[config.mk]
export PLATFORM = sky130hd
export DESIGN_NAME = bf3_window
export DESIGN_NICKNAME = d
export VERILOG_FILES = /design/src/rtl/core/bf3_pkg.sv /design/src/rtl/core/bf3_window.sv
export SDC_FILE = /design/constraint.sdc
export NUM_CORES = 1
export LEC_CHECK = 0
export ABC_AREA = 1
export BUFFER_PORTS_ARGS = -buffer_cell sky130_fd_sc_hd__buf_2
export CAP_MARGIN = 20
export CORE_MARGIN = 4
export CORE_UTILIZATION = 40
export CTS_CLUSTER_SIZE = 8
export DETAILED_ROUTE_END_ITERATION = 6
export SLEW_MARGIN = 40
export SYNTH_ARGS = -nofsm -noshare
export SYNTH_HDL_FRONTEND = slang
export SYNTH_SLANG_ARGS = --single-unit
[constraint.sdc]
create_clock -name clk_i -period 4.07 [get_ports clk_i]
set_input_delay 0.2035 -clock clk_i [delete_from_list [all_inputs] [get_ports clk_i]]
set_output_delay 0.2035 -clock clk_i [all_outputs]
set_load 0.005 [all_outputs]
[src/rtl/core/bf3_pkg.sv]
`default_nettype none

package bf3_pkg;

  // pixel as stored and streamed: red in the lowest byte
  typedef struct packed {
    logic [7:0] blue;
    logic [7:0] green;
    logic [7:0] red;
  } pixel_t;

  localparam int unsigned PIX_W = $bits(pixel_t);

  // one line-store word: the row just above and the row above that
  typedef struct packed {
    pixel_t prev;
    pixel_t older;
  } line_word_t;

  localparam int unsigned LINE_W = $bits(line_word_t);

  // new right-hand window column
  typedef struct packed {
    pixel_t bot;
    pixel_t mid;
    pixel_t top;
  } column_t;

  // nine-byte sums reach 2295
  localparam int unsigned SUM_W = 12;

  typedef struct packed {
    logic [SUM_W-1:0] blue;
    logic [SUM_W-1:0] green;
    logic [SUM_W-1:0] red;
  } sum_pix_t;

  // floor(s / 9) == (s * 7282) >> 16 for all s up to 2295
  localparam int unsigned RECIP_W     = 16;
  localparam int unsigned RECIP_SHIFT = 16;
  localparam logic [RECIP_W-1:0] RECIP_9 = 16'd7282;
  localparam int unsigned PROD_W = SUM_W + RECIP_W;

  // frame geometry
  localparam int unsigned WIDTH_REG_W  = 12;
  localparam int unsigned HEIGHT_REG_W = 13;
  localparam int unsigned ROW_W        = 12;
  localparam int unsigned CNT_W        = 14;
  localparam int unsigned MIN_DIM      = 3;
  localparam int unsigned MAX_HEIGHT   = 4096;
  localparam int unsigned RESET_WIDTH  = 2048;
  localparam int unsigned RESET_HEIGHT = 2048;

  localparam int unsigned CFG_IDX_W  = 1;
  localparam int unsigned CFG_DATA_W = HEIGHT_REG_W;

  typedef enum logic [CFG_IDX_W-1:0] {
    REG_IMAGE_WIDTH  = 1'b0,
    REG_IMAGE_HEIGHT = 1'b1
  } cfg_reg_e;

  // per-item tag travelling down the pipeline
  typedef struct packed {
    logic valid;
    logic last;
  } tag_t;

endpackage

`default_nettype wire

[src/rtl/core/bf3_window.sv]
`default_nettype none

module bf3_window (
  input  wire logic              clk_i,
  input  wire logic              rst_ni,
  input  wire logic              adv_i,
  input  wire logic              shift_i,
  input  wire bf3_pkg::column_t  col_i,
  output      bf3_pkg::sum_pix_t sum_o
);

  import bf3_pkg::*;

  // row-major 3x3, index 2/5/8 is the newest column
  pixel_t [8:0] win_q;
  pixel_t [8:0] win_d;
  sum_pix_t     sum_q;
  sum_pix_t     sum_d;

  always_comb begin
    win_d = win_q;
    for (int k = 0; k < 3; k++) begin
      win_d[k*3]     = win_q[k*3+1];
      win_d[k*3 + 1] = win_q[k*3+2];
    end
    win_d[2] = col_i.top;
    win_d[5] = col_i.mid;
    win_d[8] = col_i.bot;
  end

  always_comb begin
    sum_d = '0;
    for (int i = 0; i < 9; i++) begin
      sum_d.red   = sum_d.red   + SUM_W'(win_q[i].red);
      sum_d.green = sum_d.green + SUM_W'(win_q[i].green);
      sum_d.blue  = sum_d.blue  + SUM_W'(win_q[i].blue);
    end
  end

  always_ff @(posedge clk_i or negedge rst_ni) begin
    if (!rst_ni) begin
      win_q <= '0;
    end else if (adv_i && shift_i) begin
      win_q <= win_d;
    end
  end

  always_ff @(posedge clk_i) begin
    if (adv_i) begin
      sum_q <= sum_d;
    end
  end

  assign sum_o = sum_q;

endmodule

`default_nettype wire

==> results.json <==
{
  "slew_violations": 0,
  "start_util_pct": 40.6,
  "post-route-min-period_ns": 3.88,
  "outcome": "finished, final reports clean",
  "via_count": 8693,
  "ys_seq_area_share_pct": 44.9,
  "synth_fp_nets": 1527,
  "crit_type": "reg2reg",
  "numCtsBuffers": 38,
  "synth_cell_types": 19,
  "die-width_um": 198,
  "tightestPinTransition_ns": 0.673,
  "drive_above_1_share_pct": 19.9,
  "avgSynthCellArea_um2": 11.6,
  "dp_cells": 1795,
  "fin_ws_ns": 0.194,
  "gp_congestion": 0.809,
  "drtAntennaViolNets": 0,
  "end_kind": "flop",
  "routedWlPerCell_um": 13.3,
  "grt-ovfl-total": 0,
  "clock_latency_ns": 0.53,
  "yosys.area.top_type": "dfrtp_1",
  "synthTopCellsByArea": "dfrtp_1 (37%), fa_1 (22%), mux2_2 (9.4%)",
  "cts_tree": "done",
  "drt_wl_total_mm": 25.7,
  "path_clk_slew_ns": 0.05,
  "hpwl_mm": 18.0,
  "clk_path_buf_depth": 3,
  "cpMaxStageDelayCell": "fa_1",
  "critical_path_peak_fanout": 3,
  "syn2layout_area_growth_pct": 19.5,
  "slew-limit-headroom_pct": 55.1,
  "grt.total_usage_pct": 14.2,
  "fin_hold_ws_ns": 0.247,
  "critPathRequiredTime_ns": 4.34,
  "portBuffers": 111,
  "drv_cap": 0,
  "fin_nets": 1724,
  "path_cells": "fa_1, fa_1, fa_1, inv_1, fa_1, inv_1, ha_1, fa_2, nand2_1, nand2_1, nand3b_1, nand2_1, nand2_1, nand2_1",
  "cpMostUsedCell": "nand2_1",
  "grt_pass1_wl_mm": 45.8,
  "hold_viol": 0,
  "drt_iter0_drc": 261,
  "drc": 0,
  "setup.worst_path.start_class": "flop",
  "setup_tns_ns": 0,
  "arrival_ns": 4.14,
  "antenna_found_initial": 1,
  "clock_skew_ns": 0.0223,
  "post-cts-setup-buffer-count": 0,
  "ctsRootBufferMaster": "clkbuf_16",
  "synth-seq-cells": 252,
  "clock-sinks": 252,
  "cpPeakStageDelay_ns": 0.57,
  "die_area_mm2": 0.0393,
  "min_period_over_period_pct": 95.2,
  "synth_area_mm2": 0.0145,
  "multi_input_area_mm2": 0.00667,
  "netlist_instances": 1250,
  "rsz0062_at_grt": "no",
  "viasPerCell": 4.51,
  "first_pass_iters": 4,
  "fmax_mhz": 258,
  "fill_cells": 3248,
  "grt_pass1_vias": 9587,
  "core_mm2": 0.0357,
  "grt_max_degree": 104,
  "ff_latch_area_mm2": 0.00649,
  "setup_viol": 0,
  "worstHoldPathType": "in2async",
  "yosys_warnings": 0,
  "ios": 112,
  "htreeDepth": 2,
  "finalNonFillerCells": 1927,
  "dp_worst_setup_slack_ns": 0.120,
  "die_h_um": 198,
  "rows": 69,
  "synth_top_area_share_pct": 37.4
}
## final cells by class
type	instances	share of cell area (%)
multi-input combinational	671	38.6
sequential	252	37.5
timing repair buffer	191	8.02
inverter	293	6.36
clock buffer	56	6.07
tap	461	3.34
clock inverter	2	0.101
antenna	1	0.0145
## metal layers
| layer | up-vias | track usage (%) | routed length, um |
|---|---|---|---|
| li1 | 4206 | - | - |
| met2 | 120 | 23.2 | 12500 |
| met3 | 36 | 2.77 | 1020 |
| met1 | 4331 | 19.1 | 11700 |
| met4 | 0 | 4.62 | 493 |
| met5 | - | 0 | 0 |
## Yosys cell counts (all sizes together)
cell type and n:
inv 293, dfrtp 216, fa 162, mux2 121, nand2 117, nor2 85
a21oi 84, ha 39, edfxtp 36, buf 33, o21ai 23, nand3 20
xnor2 6, nand3b 4, or2 4, nor3 3, xor2 3, clkbuf 1
## state kept, by name, indices dropped and copies added, names as in the netlist
name / count
win_q: 72
sum_o: 36
win_d: 144
## what timing repair did
action | in CTS | in global routing
setup endpoints to repair | 0 | 6
hold buffers | 73 | 0
resized for setup | 0 | 5
hold endpoints to repair | 158 | 0
## per-stage QoR
| step | instance area (um^2) | util, % |
|---|---|---|
| floorplan | 14500 | - |
| global placement | 15500 | 43.4 |
| detailed placement | 15500 | 43.4 |
| CTS | 17300 | 48.4 |
| global route | 17300 | 48.5 |
| finish | 17300 | 48.5 |
## worst max-delay path: cells and delay by family, from the launching register on
| kind | cells | cell delay (ns) |
|---|---|---|
| adder cells (fa/ha/maj) | 6 | 2.71 |
| AND/OR/NAND/NOR | 6 | 0.41 |
| flip-flops | 1 | 0.40 |
| buffers and inverters | 2 | 0.09 |
## cell families (layout without fill, tap and decap cells)
| group | count (synthesis) | in the layout | synth area share (%) |
|---|---|---|---|
| buffers and inverters | 327 | 542 | 9.25 |
| flip-flops | 252 | 252 | 44.9 |
| AND/OR/NAND/NOR | 233 | 233 | 6.42 |
| adder cells (fa/ha/maj) | 201 | 201 | 25.8 |
| multiplexers | 121 | 121 | 9.42 |
| AO/OA/AOI/OAI | 107 | 107 | 3.70 |
| XOR/XNOR | 9 | 9 | 0.545 |
| other | 0 | 1 | 0 |
## cells in the final DEF, fill, tap and decap left out, drive strengths merged
master         n
nand3         20
clkinv         1
fa           162
nor3           3
clkbuf        56
nand2        117
edfxtp        36
buf          118
mux2         121
dlygate4sd3   73
ha            39
a21oi         84
xnor2          6
xor2           3
o21ai         23
diode          1
inv          294
nand3b         4
nor2          85
dfrtp        216
or2            4
## worst paths after layout
check	start	end	slack [ns]	depth (start not counted)
min in group clk_i	shift_i	win_q[11]	0.33	3
worst max register to register	win_d[114]	sum_o[32]	0.19	14
worst min-delay path	rst_ni	win_d[31]	0.25	2
worst min register to register	win_d[0]	win_d[0]	0.49	2
max in group asynchronous	rst_ni	win_d[180]	2.79	3
worst max-delay path	win_d[114]	sum_o[32]	0.19	14
Power is left out: the tool's default activity adds up to more than one toggle a clock period on the data nets, which glitch-free logic cannot reach.
