### src/rtl/core/bf3_pkg.sv
`default_nettype none

package bf3_pkg;

  // pixel as stored and streamed: red in the lowest byte
  typedef struct packed {
    logic [7:0] blue;
    logic [7:0] green;
    logic [7:0] red;
  } pixel_t;

  localparam int unsigned PIX_W = $bits(pixel_t);

  // one line-store word: the row just above and the row above that
  typedef struct packed {
    pixel_t prev;
    pixel_t older;
  } line_word_t;

  localparam int unsigned LINE_W = $bits(line_word_t);

  // new right-hand window column
  typedef struct packed {
    pixel_t bot;
    pixel_t mid;
    pixel_t top;
  } column_t;

  // nine-byte sums reach 2295
  localparam int unsigned SUM_W = 12;

  typedef struct packed {
    logic [SUM_W-1:0] blue;
    logic [SUM_W-1:0] green;
    logic [SUM_W-1:0] red;
  } sum_pix_t;

  // floor(s / 9) == (s * 7282) >> 16 for all s up to 2295
  localparam int unsigned RECIP_W     = 16;
  localparam int unsigned RECIP_SHIFT = 16;
  localparam logic [RECIP_W-1:0] RECIP_9 = 16'd7282;
  localparam int unsigned PROD_W = SUM_W + RECIP_W;

  // frame geometry
  localparam int unsigned WIDTH_REG_W  = 12;
  localparam int unsigned HEIGHT_REG_W = 13;
  localparam int unsigned ROW_W        = 12;
  localparam int unsigned CNT_W        = 14;
  localparam int unsigned MIN_DIM      = 3;
  localparam int unsigned MAX_HEIGHT   = 4096;
  localparam int unsigned RESET_WIDTH  = 2048;
  localparam int unsigned RESET_HEIGHT = 2048;

  localparam int unsigned CFG_IDX_W  = 1;
  localparam int unsigned CFG_DATA_W = HEIGHT_REG_W;

  typedef enum logic [CFG_IDX_W-1:0] {
    REG_IMAGE_WIDTH  = 1'b0,
    REG_IMAGE_HEIGHT = 1'b1
  } cfg_reg_e;

  // per-item tag travelling down the pipeline
  typedef struct packed {
    logic valid;
    logic last;
  } tag_t;

endpackage

`default_nettype wire

### src/rtl/core/bf3_mean.sv
`default_nettype none

module bf3_mean (
  input  wire bf3_pkg::sum_pix_t sum_i,
  output      bf3_pkg::pixel_t   mean_o
);

  import bf3_pkg::*;

  logic [PROD_W-1:0] prod_r;
  logic [PROD_W-1:0] prod_g;
  logic [PROD_W-1:0] prod_b;

  // divide by nine through the scaled reciprocal
  assign prod_r = PROD_W'(sum_i.red)   * PROD_W'(RECIP_9);
  assign prod_g = PROD_W'(sum_i.green) * PROD_W'(RECIP_9);
  assign prod_b = PROD_W'(sum_i.blue)  * PROD_W'(RECIP_9);

  assign mean_o.red   = prod_r[RECIP_SHIFT +: 8];
  assign mean_o.green = prod_g[RECIP_SHIFT +: 8];
  assign mean_o.blue  = prod_b[RECIP_SHIFT +: 8];

endmodule

`default_nettype wire

### config.mk
export PLATFORM = sky130hd
export DESIGN_NAME = bf3_mean
export DESIGN_NICKNAME = d
export VERILOG_FILES = /design/src/rtl/core/bf3_pkg.sv /design/src/rtl/core/bf3_mean.sv
export SDC_FILE = /design/constraint.sdc
export NUM_CORES = 1
export LEC_CHECK = 0
export BUFFER_PORTS_ARGS = -buffer_cell sky130_fd_sc_hd__buf_2
export CAP_MARGIN = 20
export CORE_MARGIN = 4
export CORE_UTILIZATION = 35
export DETAILED_ROUTE_END_ITERATION = 6
export PLACE_DENSITY = 0.51
export SKIP_LAST_GASP = 1
export SYNTH_ARGS = -nofsm -noshare
export SYNTH_HDL_FRONTEND = slang
export SYNTH_SLANG_ARGS = --single-unit
### constraint.sdc
create_clock -name vclk -period 11.4
set_input_delay 1.14 -clock vclk [all_inputs]
set_output_delay 1.14 -clock vclk [all_outputs]
set_load 0.1 [all_outputs]
==> metrics.md, run 1 <==
| Metric | Value |
|---|---|
| MaxCap Viol Count | 0 |
| CP Launch Point | sum_i[13] |
| Fin util | 0.391 |
| Mux cell area share after synthesis | 0 |
| Cell variety after synth | 41 |
| Via Count | 4444 |
| Max Freq | 136 MHz |
| # fillers | 1769 |
| Crit-path max FO | 5 |
| Largest cells by area after synthesis | ha_1 40%, fa_1 28%, inv_1 10% |
| Clock buffers | 0 |
| Final hold violation count | 0 |
| Post-synthesis adder-cell area fraction | 0.683 |
| Mapped cell area | 6190 um^2 |
| CP dominant cell by count | inv_1 |
| Most common cell after layout, fill and taps aside | ha_1 |
| Crit-path leading delay family | adder cells |
| Initial detailed-routing violation count | 103 |
| WP depth | 20 |
| Non-Filler Instances | 944 |
| Final Max Tran Viols | 0 |
| Status | finished clean |
| Share of post-route cells with drive strength above 1 | 0.0876 |
| GP Congestion | 0.859 |
| Initial core utilization | 0.358 |
| Number of diodes | 0 |
| Via density | 4.71 |
| Yosys warning count | 0 |
| PortBufs | 60 |
| Gate Count Post-Synth | 660 |
| Slew headroom | 0.646 |
| Nets | 1043 |
| Die height | 141 um |
| Sequential area share after synthesis | 0 |
| Post-synth top area share | 0.402 |
| Compound-Gate Fraction of Synth Area | 0.100 |
| Period Utilization, post-route | 0.646 |
| Worst Setup Start Kind | input port |
| Crit path capture | mean_o[15] |
| Setup CP Type | in -> out |
| Fin Hold WS | 3.18 ns |
| Die width | 141 um |
| Syn nets | 982 |
| CP peak stage delay | 0.54 ns |
| Worst-margin pin slew | 0.524 ns |
| Synth-to-Final Area Change | 9.31% |
| Die ar. | 19900 um^2 |
| Post-Synth XOR/XNOR Area | 0.0552 |
| Tmin final | 7.36 ns |
| Hold Path Class | in -> out |
| TNS Setup | 0 ns |
| Final wirelength | 12800 um |
| # placed instances | 944 |
| Core area | 17300 um^2 |
| Slowest CP cell | fa_1 |
| Pre-antenna DRT Iters | 4 |
| Number of global-route vias before repair | 4927 |
| Initial antenna violation count | 0 |
| GRT Total Usage | 0.131 |
| Largest net degree at the start of global routing | 7 |
| Avg Cell Area, Syn | 9.38 um^2 |
| WL/cell | 13.5 um |
| Crit. End Element | output pin |
| FF+latch area | 0 um^2 |
| Number of remaining DRC errors | 0 |
| Hold_buf cts | 0 |
| Critical Path RT | 10.26 ns |
| HPWL Detailed | 12300 um |
| # IOs | 60 |
| Global-route wire length before repair | 22500 um |
| Most frequent cells in the layout | 199 x ha_1, 170 x inv_1, 87 x fa_1 |
| Area leader, netlist | ha_1 |
| Area of the multi-input gates | 5550 um^2 |
| Rows | 48 |
| Post_cts resized | 0 |
| ANT nets after route | 0 |
| Unrepaired setup endpoints after global routing | no |
| Largest family of logic cells by synthesized area | adder cells |
| Postcts setup bufs | 0 |
| Residual overflow from global routing | 0 |
| Buf+Inv Stages, Crit Path | 8 |
| CP arrival | 6.22 ns |
| Critical-path cell list | buf_2 -> inv_1 -> fa_1 -> inv_1 -> ha_1 -> inv_1 -> fa_1 -> inv_1 -> fa_1 -> inv_1 -> fa_1 -> inv_1 -> ha_1 -> or3_1 -> o21ai_1 -> a311oi_1 -> or3_1 -> a211oi_2 -> xnor2_1 -> buf_2 |
| # setup viols final | 0 |
| Simple-gate portion of the synthesized area | 0.0574 |
| FF+latch count | 0 |
==> metrics by stage <==
| stage | worst slack (ns) | instance area [um^2] |
|---|---|---|
| 6_report | 4.04 | 6770 |
| 2_1_floorplan | 2.91 | 6190 |
| 3_5_place_dp | 4.09 | 6770 |
| 4_1_cts | 4.05 | 6770 |
| 5_1_grt | 3.77 | 6770 |
| 3_3_place_gp | 4.15 | 6770 |
==> Yosys cell counts (all sizes together) <==
cell type / count
ha: 199
inv: 170
fa: 87
a21oi: 25
xnor2: 24
nor2: 19
a21o: 15
xor2: 15
nand2: 14
o21ai: 14
nand4: 9
nand3: 8
a211oi: 6
o31ai: 5
a31oi: 4
and3: 4
nor2b: 4
nor3: 4
o21a: 4
and2: 3
o211ai: 3
or3: 3
a211o: 2
a221oi: 2
a311oi: 2
a41oi: 2
nand2b: 2
o21bai: 2
a2111oi: 1
a21boi: 1
a2bb2oi: 1
and4: 1
buf: 1
nor4: 1
o221ai: 1
o311ai: 1
o41ai: 1
==> cell type report <==
type	instances	share of cell area
inverters	170	0.0943
repair buffers	60	0.0444
well taps	225	0.0416
multi-input cells	489	0.820
==> kinds of logic after synthesis <==
logic type	after synthesis
adder cells (fa/ha/maj)	286
buffers and inverters	171
AO/OA/AOI/OAI	92
AND/OR/NAND/NOR	72
XOR/XNOR	39
==> layer usage <==
layer,GRT usage,vias to the layer above,share of wire
li1,-,2299,-
met1,0.191,2081,0.50
met2,0.232,62,0.47
met3,0.00305,2,0.030
met4,0.00255,0,0.0018
met5,0,-,0
==> worst min path at each step <==
| stage | slack (ns) | endpoint | from | cells after the start |
|---|---|---|---|---|
| after detailed placement | 3.19 | mean_o[23] | sum_i[35] | 5 |
| after floorplan | 3.14 | mean_o[3] | sum_i[3] | 5 |
| after global placement | 3.18 | mean_o[23] | sum_i[35] | 5 |
| after global routing | 3.24 | mean_o[23] | sum_i[35] | 5 |
| final | 3.18 | mean_o[23] | sum_i[35] | 5 |
| after CTS | 3.19 | mean_o[23] | sum_i[35] | 5 |
Power of run 1 is left out: the tool's default activity adds up to more than one toggle a clock period on the data nets, which glitch-free logic cannot reach.
==> inputs of run 2 (changes only) <==
--- a/config.mk
+++ b/config.mk
@@ -10,7 +10,7 @@
 export CORE_MARGIN = 4
 export CORE_UTILIZATION = 35
 export DETAILED_ROUTE_END_ITERATION = 6
-export PLACE_DENSITY = 0.51
+export PLACE_DENSITY = 0.53
 export SKIP_LAST_GASP = 1
 export SYNTH_ARGS = -nofsm -noshare
 export SYNTH_HDL_FRONTEND = slang
==> constraint.sdc (replaced) <==
create_clock -name vclk -period 6.35
set_input_delay 0.635 -clock vclk [all_inputs]
set_output_delay 0.635 -clock vclk [all_outputs]
set_load 0.1 [all_outputs]
==> metrics.md, run 2 (same netlist as run 1, synthesis figures left out) <==
| Metric | Value |
|---|---|
| Via density | 4.85 (+3.1%) |
| Pre-antenna DRT Iters | 7 (+3) |
| # fillers | 1742 (-1.5%) |
| MaxCap Viol Count | 0 (unchanged) |
| Final hold violation count | 0 (unchanged) |
| Met2 usage | 0.248 (+0.0154) |
| Largest net degree at the start of global routing | 7 (unchanged) |
| Synth-to-Final Area Change | 13.6% |
| GP Congestion | 0.869 (+1.1%) |
| Core area | 17300 um^2 (unchanged) |
| Initial detailed-routing violation count | 134 (+30%) |
| Hold Path Class | in -> out |
| PortBufs | 60 (unchanged) |
| Max Freq | 164 MHz |
| GRT Total Usage | 0.137 (+0.00608) |
| CP Launch Point | sum_i[13] |
| CP dominant cell by count | inv_1 |
| Die ar. | 19900 um^2 (unchanged) |
| Share of post-route cells with drive strength above 1 | 0.104 (+0.0167) |
| ANT nets after route | 0 (unchanged) |
| Rows | 48 (unchanged) |
| Residual overflow from global routing | 0 (unchanged) |
| FF+latch count | 0 (unchanged) |
| FF+latch area | 0 um^2 (unchanged) |
| Crit-path max FO | 5 (unchanged) |
| Setup CP Type | in -> out |
| Unrepaired setup endpoints after global routing | no |
| Worst Setup Start Kind | input port |
| Die width | 141 um (unchanged) |
| Most frequent cells in the layout | 199 x ha_1, 170 x inv_1, 87 x fa_1 |
| Initial antenna violation count | 0 (unchanged) |
| # setup viols final | 0 (unchanged) |
| Nets | 1043 (unchanged) |
| Met1 Track Usage GR | 0.193 (+0.00218) |
| Via Count | 4582 (+3.1%) |
| Number of diodes | 0 (unchanged) |
| Final Max Tran Viols | 0 (unchanged) |
| Period Utilization, post-route | 0.961 |
| Area of the multi-input gates | 5640 um^2 (+1.6%) |
| CP arrival | 5.47 ns (-0.75 ns) |
| Global-route wire length before repair | 23300 um (+3.6%) |
| Clock buffers | 0 (unchanged) |
| Hold_buf cts | 0 (unchanged) |
| Crit. End Element | output pin |
| Most common cell after layout, fill and taps aside | ha_1 |
| HPWL Detailed | 12600 um (+2.3%) |
| Worst-margin pin slew | 0.511 ns (-0.0133 ns) |
| Die height | 141 um (unchanged) |
| Number of global-route vias before repair | 4996 (+1.4%) |
| Initial core utilization | 0.358 (unchanged) |
| Met3 GRT Util | 0.00305 (unchanged) |
| Design area | 7040 um^2 (+3.9%) |
| Slowest CP cell | fa_1 |
| WL/cell | 14.0 um (+3.7%) |
| Tmin final | 6.10 ns |
| Hold Crit Start | sum_i[35] |
| Critical-path cell list | buf_2 -> inv_1 -> fa_1 -> inv_1 -> ha_1 -> inv_1 -> fa_1 -> inv_1 -> fa_1 -> inv_1 -> fa_1 -> inv_1 -> ha_1 -> or3_1 -> o21ai_1 -> a311oi_1 -> or3_4 -> a211oi_2 -> xnor2_2 -> buf_12 |
| Slew headroom | 0.650 (+0.00446) |
| # IOs | 60 (unchanged) |
| Critical Path RT | 5.71 ns (-4.55 ns) |
| Status | finished clean |
| GR peak layer | met2 |
| Final wirelength | 13200 um (+3.7%) |
| Number of remaining DRC errors | 0 (unchanged) |
| Dpl cell area | 7020 um^2 (+3.8%) |
| Fin Hold WS | 2.10 ns (-1.08 ns) |
| CP peak stage delay | 0.53 ns (about the same) |
run 2: changes by cell type in the layout (fill, tap and decap cells not counted):
cell | previous run | this run
o41ai_1 | 1 | 0
xnor2_1 | 24 | 18
buf_12 | 0 | 12
xnor2_2 | 0 | 6
xor2_2 | 0 | 3
or3_1 | 3 | 2
a221oi_2 | 1 | 2
a221oi_1 | 1 | 0
or3_4 | 0 | 1
xor2_1 | 15 | 12
o41ai_2 | 0 | 1
buf_2 | 60 | 48
run 2: path summary, 6_finish.rpt:
path	end	slack (ns)	depth (start not counted)
max	mean_o[15]	0.25	20
min	mean_o[23]	2.10	5
run 2: critical path: cells and delay by family:
kind	cells	cell delay, ns
buffers and inverters	8	0.68
adder cells (fa/ha/maj)	6	2.69
XOR/XNOR	1	0.16
AO/OA/AOI/OAI	3	0.45
AND/OR/NAND/NOR	2	0.85
run 2: cell type report:
cell class	instances	area share
timing repair buffer	60	0.0683
multi-input combinational	489	0.801
inverter	170	0.0907
tap	225	0.0400
run 2: metal layers:
layer  vias up  wire length (um)
li1       2302                 -
met1      2202              6270
met2        70              6530
met3         8               321
met4         0               106
met5         -                 0
run 2: repair_timing:
action | CTS | global route
resized for setup | 0 | 2
endpoints found under the setup margin | 0 | 3
buffers inserted | 0 | 0
run 2: per-stage QoR:
stage / worst slack (ns) / setup TNS, ns / std cells / utilization
after floorplan: -0.177 / -0.177 / 660 / -
after CTS: 0.128 / 0 / 944 / 0.406
final: 0.246 / 0 / 944 / 0.407
after global routing: 0.0402 / 0 / 944 / 0.407
after global placement: 0.211 / 0 / 944 / 0.406
after detailed placement: 0.149 / 0 / 944 / 0.406
Power of run 2 is left out for the same reason.
==> inputs of run 3 (changes only) <==
--- a/config.mk
+++ b/config.mk
@@ -10,7 +10,8 @@
 export CORE_MARGIN = 4
 export CORE_UTILIZATION = 35
 export DETAILED_ROUTE_END_ITERATION = 6
-export PLACE_DENSITY = 0.53
+export GPL_TIMING_DRIVEN = 0
+export PLACE_DENSITY = 0.51
 export SKIP_LAST_GASP = 1
 export SYNTH_ARGS = -nofsm -noshare
 export SYNTH_HDL_FRONTEND = slang
==> constraint.sdc (replaced) <==
create_clock -name vclk -period 6.2
set_input_delay 0.62 -clock vclk [all_inputs]
set_output_delay 0.62 -clock vclk [all_outputs]
set_load 0.1 [all_outputs]
==> metrics.md, run 3 (same netlist as run 1, synthesis figures left out) <==
| Metric | Value |
|---|---|
| Initial detailed-routing violation count | 119 (-11%) |
| Core area | 17300 um^2 (unchanged) |
| Crit. End Element | output pin |
| Final wirelength | 12900 um (-2.3%) |
| Final Max Tran Viols | 0 (unchanged) |
| Final hold violation count | 0 (unchanged) |
| Synth-to-Final Area Change | 13.8% |
| Crit-path max FO | 5 (unchanged) |
| Worst-margin pin slew | 0.568 ns (+0.0565 ns) |
| CP peak stage delay | 0.54 ns (about the same) |
| Pre-antenna DRT Iters | 5 (-2) |
| Postcts setup bufs | 0 (unchanged) |
| Tmin final | 5.99 ns |
| CP arrival | 5.37 ns (-0.10 ns) |
| Dpl cell area | 6890 um^2 (-1.9%) |
| HPWL Detailed | 12500 um (-1.2%) |
| Unrepaired setup endpoints after global routing | yes |
| Slowest CP cell | fa_1 |
| Number of global-route vias before repair | 4922 (-1.5%) |
| Clock buffers | 0 (unchanged) |
| Global-route wire length before repair | 22900 um (-1.6%) |
| Critical-path cell list | buf_2 -> inv_1 -> fa_1 -> inv_1 -> ha_4 -> inv_1 -> fa_1 -> inv_1 -> fa_1 -> inv_1 -> fa_1 -> inv_1 -> ha_4 -> or3_4 -> o21ai_2 -> a311oi_1 -> or3_1 -> buf_6 -> a211oi_4 -> xnor2_2 -> buf_8 |
| # fillers | 1760 (+1.0%) |
| FF+latch count | 0 (unchanged) |
| Share of post-route cells with drive strength above 1 | 0.131 (+0.0262) |
| Setup CP Type | in -> out |
| Slew headroom | 0.612 (-0.0386) |
| Number of diodes | 0 (unchanged) |
| WL/cell | 13.7 um (-2.4%) |
| # IOs | 60 (unchanged) |
| Via Count | 4527 (-1.2%) |
| Die height | 141 um (unchanged) |
| GP Congestion | 0.839 (-3.5%) |
| Area of the multi-input gates | 5760 um^2 (+2.2%) |
| Residual overflow from global routing | 0 (unchanged) |
| Number of remaining DRC errors | 0 (unchanged) |
| Worst Setup Start Kind | input port |
| Hold Path Class | in -> out |
| Die ar. | 19900 um^2 (unchanged) |
| # setup viols final | 0 (unchanged) |
| Via density | 4.79 (-1.3%) |
| Status | finished clean |
| Largest net degree at the start of global routing | 7 (unchanged) |
| CP dominant cell by count | inv_1 |
| TNS Setup | 0 ns (unchanged) |
| Initial antenna violation count | 0 (unchanged) |
| PortBufs | 60 (unchanged) |
| FF+latch area | 0 um^2 (unchanged) |
| GRT Total Usage | 0.134 (-0.00359) |
| Die width | 141 um (unchanged) |
| ANT nets after route | 0 (unchanged) |
| Rows | 48 (unchanged) |
| Period Utilization, post-route | 0.967 |
| Max Freq | 167 MHz |
| Most frequent cells in the layout | 197 x ha_1, 170 x inv_1, 87 x fa_1 |
| Design area | 7050 um^2 (+0.18%) |
| Initial core utilization | 0.358 (unchanged) |
| Critical Path RT | 5.58 ns (-0.13 ns) |
| Nets | 1044 (+0.096%) |
| MaxCap Viol Count | 0 (unchanged) |
| Most common cell after layout, fill and taps aside | ha_1 |
run 3: changes by cell type in the layout (fill, tap and decap cells not counted), sizes merged:
cell / before / now
buf: 60 / 56
clkbuf: 0 / 5
run 3: per-layer routing:
| layer | share of wire | GRT usage | up-vias |
|---|---|---|---|
| li1 | - | - | 2306 |
| met1 | 0.50 | 0.196 | 2168 |
| met2 | 0.48 | 0.233 | 51 |
| met3 | 0.024 | 0.00611 | 2 |
| met4 | 0.0010 | 0.00153 | 0 |
| met5 | 0 | 0 | - |
run 3: stage by stage:
| stage | instances | utilization | worst slack [ns] | hold WS (ns) |
|---|---|---|---|---|
| 2_1_floorplan | 660 | - | -0.297 | 1.93 |
| 3_3_place_gp | 945 | 0.398 | -0.149 | 2.16 |
| 3_5_place_dp | 945 | 0.398 | -0.236 | 2.19 |
| 4_1_cts | 945 | 0.400 | -0.0594 | 2.20 |
| 5_1_grt | 945 | 0.407 | -0.0331 | 2.23 |
| 6_report | 945 | 0.407 | 0.207 | 2.16 |
run 3: critical path, delay by kind of cell:
| family | cells | cell delay (ns) |
|---|---|---|
| simple gates | 2 | 0.74 |
| buf+inv | 9 | 0.89 |
| fa+ha+maj | 6 | 2.60 |
| xor+xnor | 1 | 0.16 |
| compound gates | 3 | 0.36 |
run 3: timing repair:
item                                    in CTS  in global routing
hold buffers                                 0                  0
pin swaps                                    1                  5
gates resized for setup                      9                 30
endpoints found under the setup margin       7                 16
run 3: layout make-up:
cell class | count | area share
plain buffers | 1 | 0.00160
inverters | 170 | 0.0905
repair buffers | 60 | 0.0504
well taps | 225 | 0.0399
multi-input cells | 489 | 0.818
run 3: worst paths after layout:
kind              startpoint         end  slack (ns)  cells past startpoint
setup / recovery   sum_i[13]  mean_o[15]        0.21                     21
hold / removal     sum_i[35]  mean_o[23]        2.16                      5
Power of run 3 is left out for the same reason.
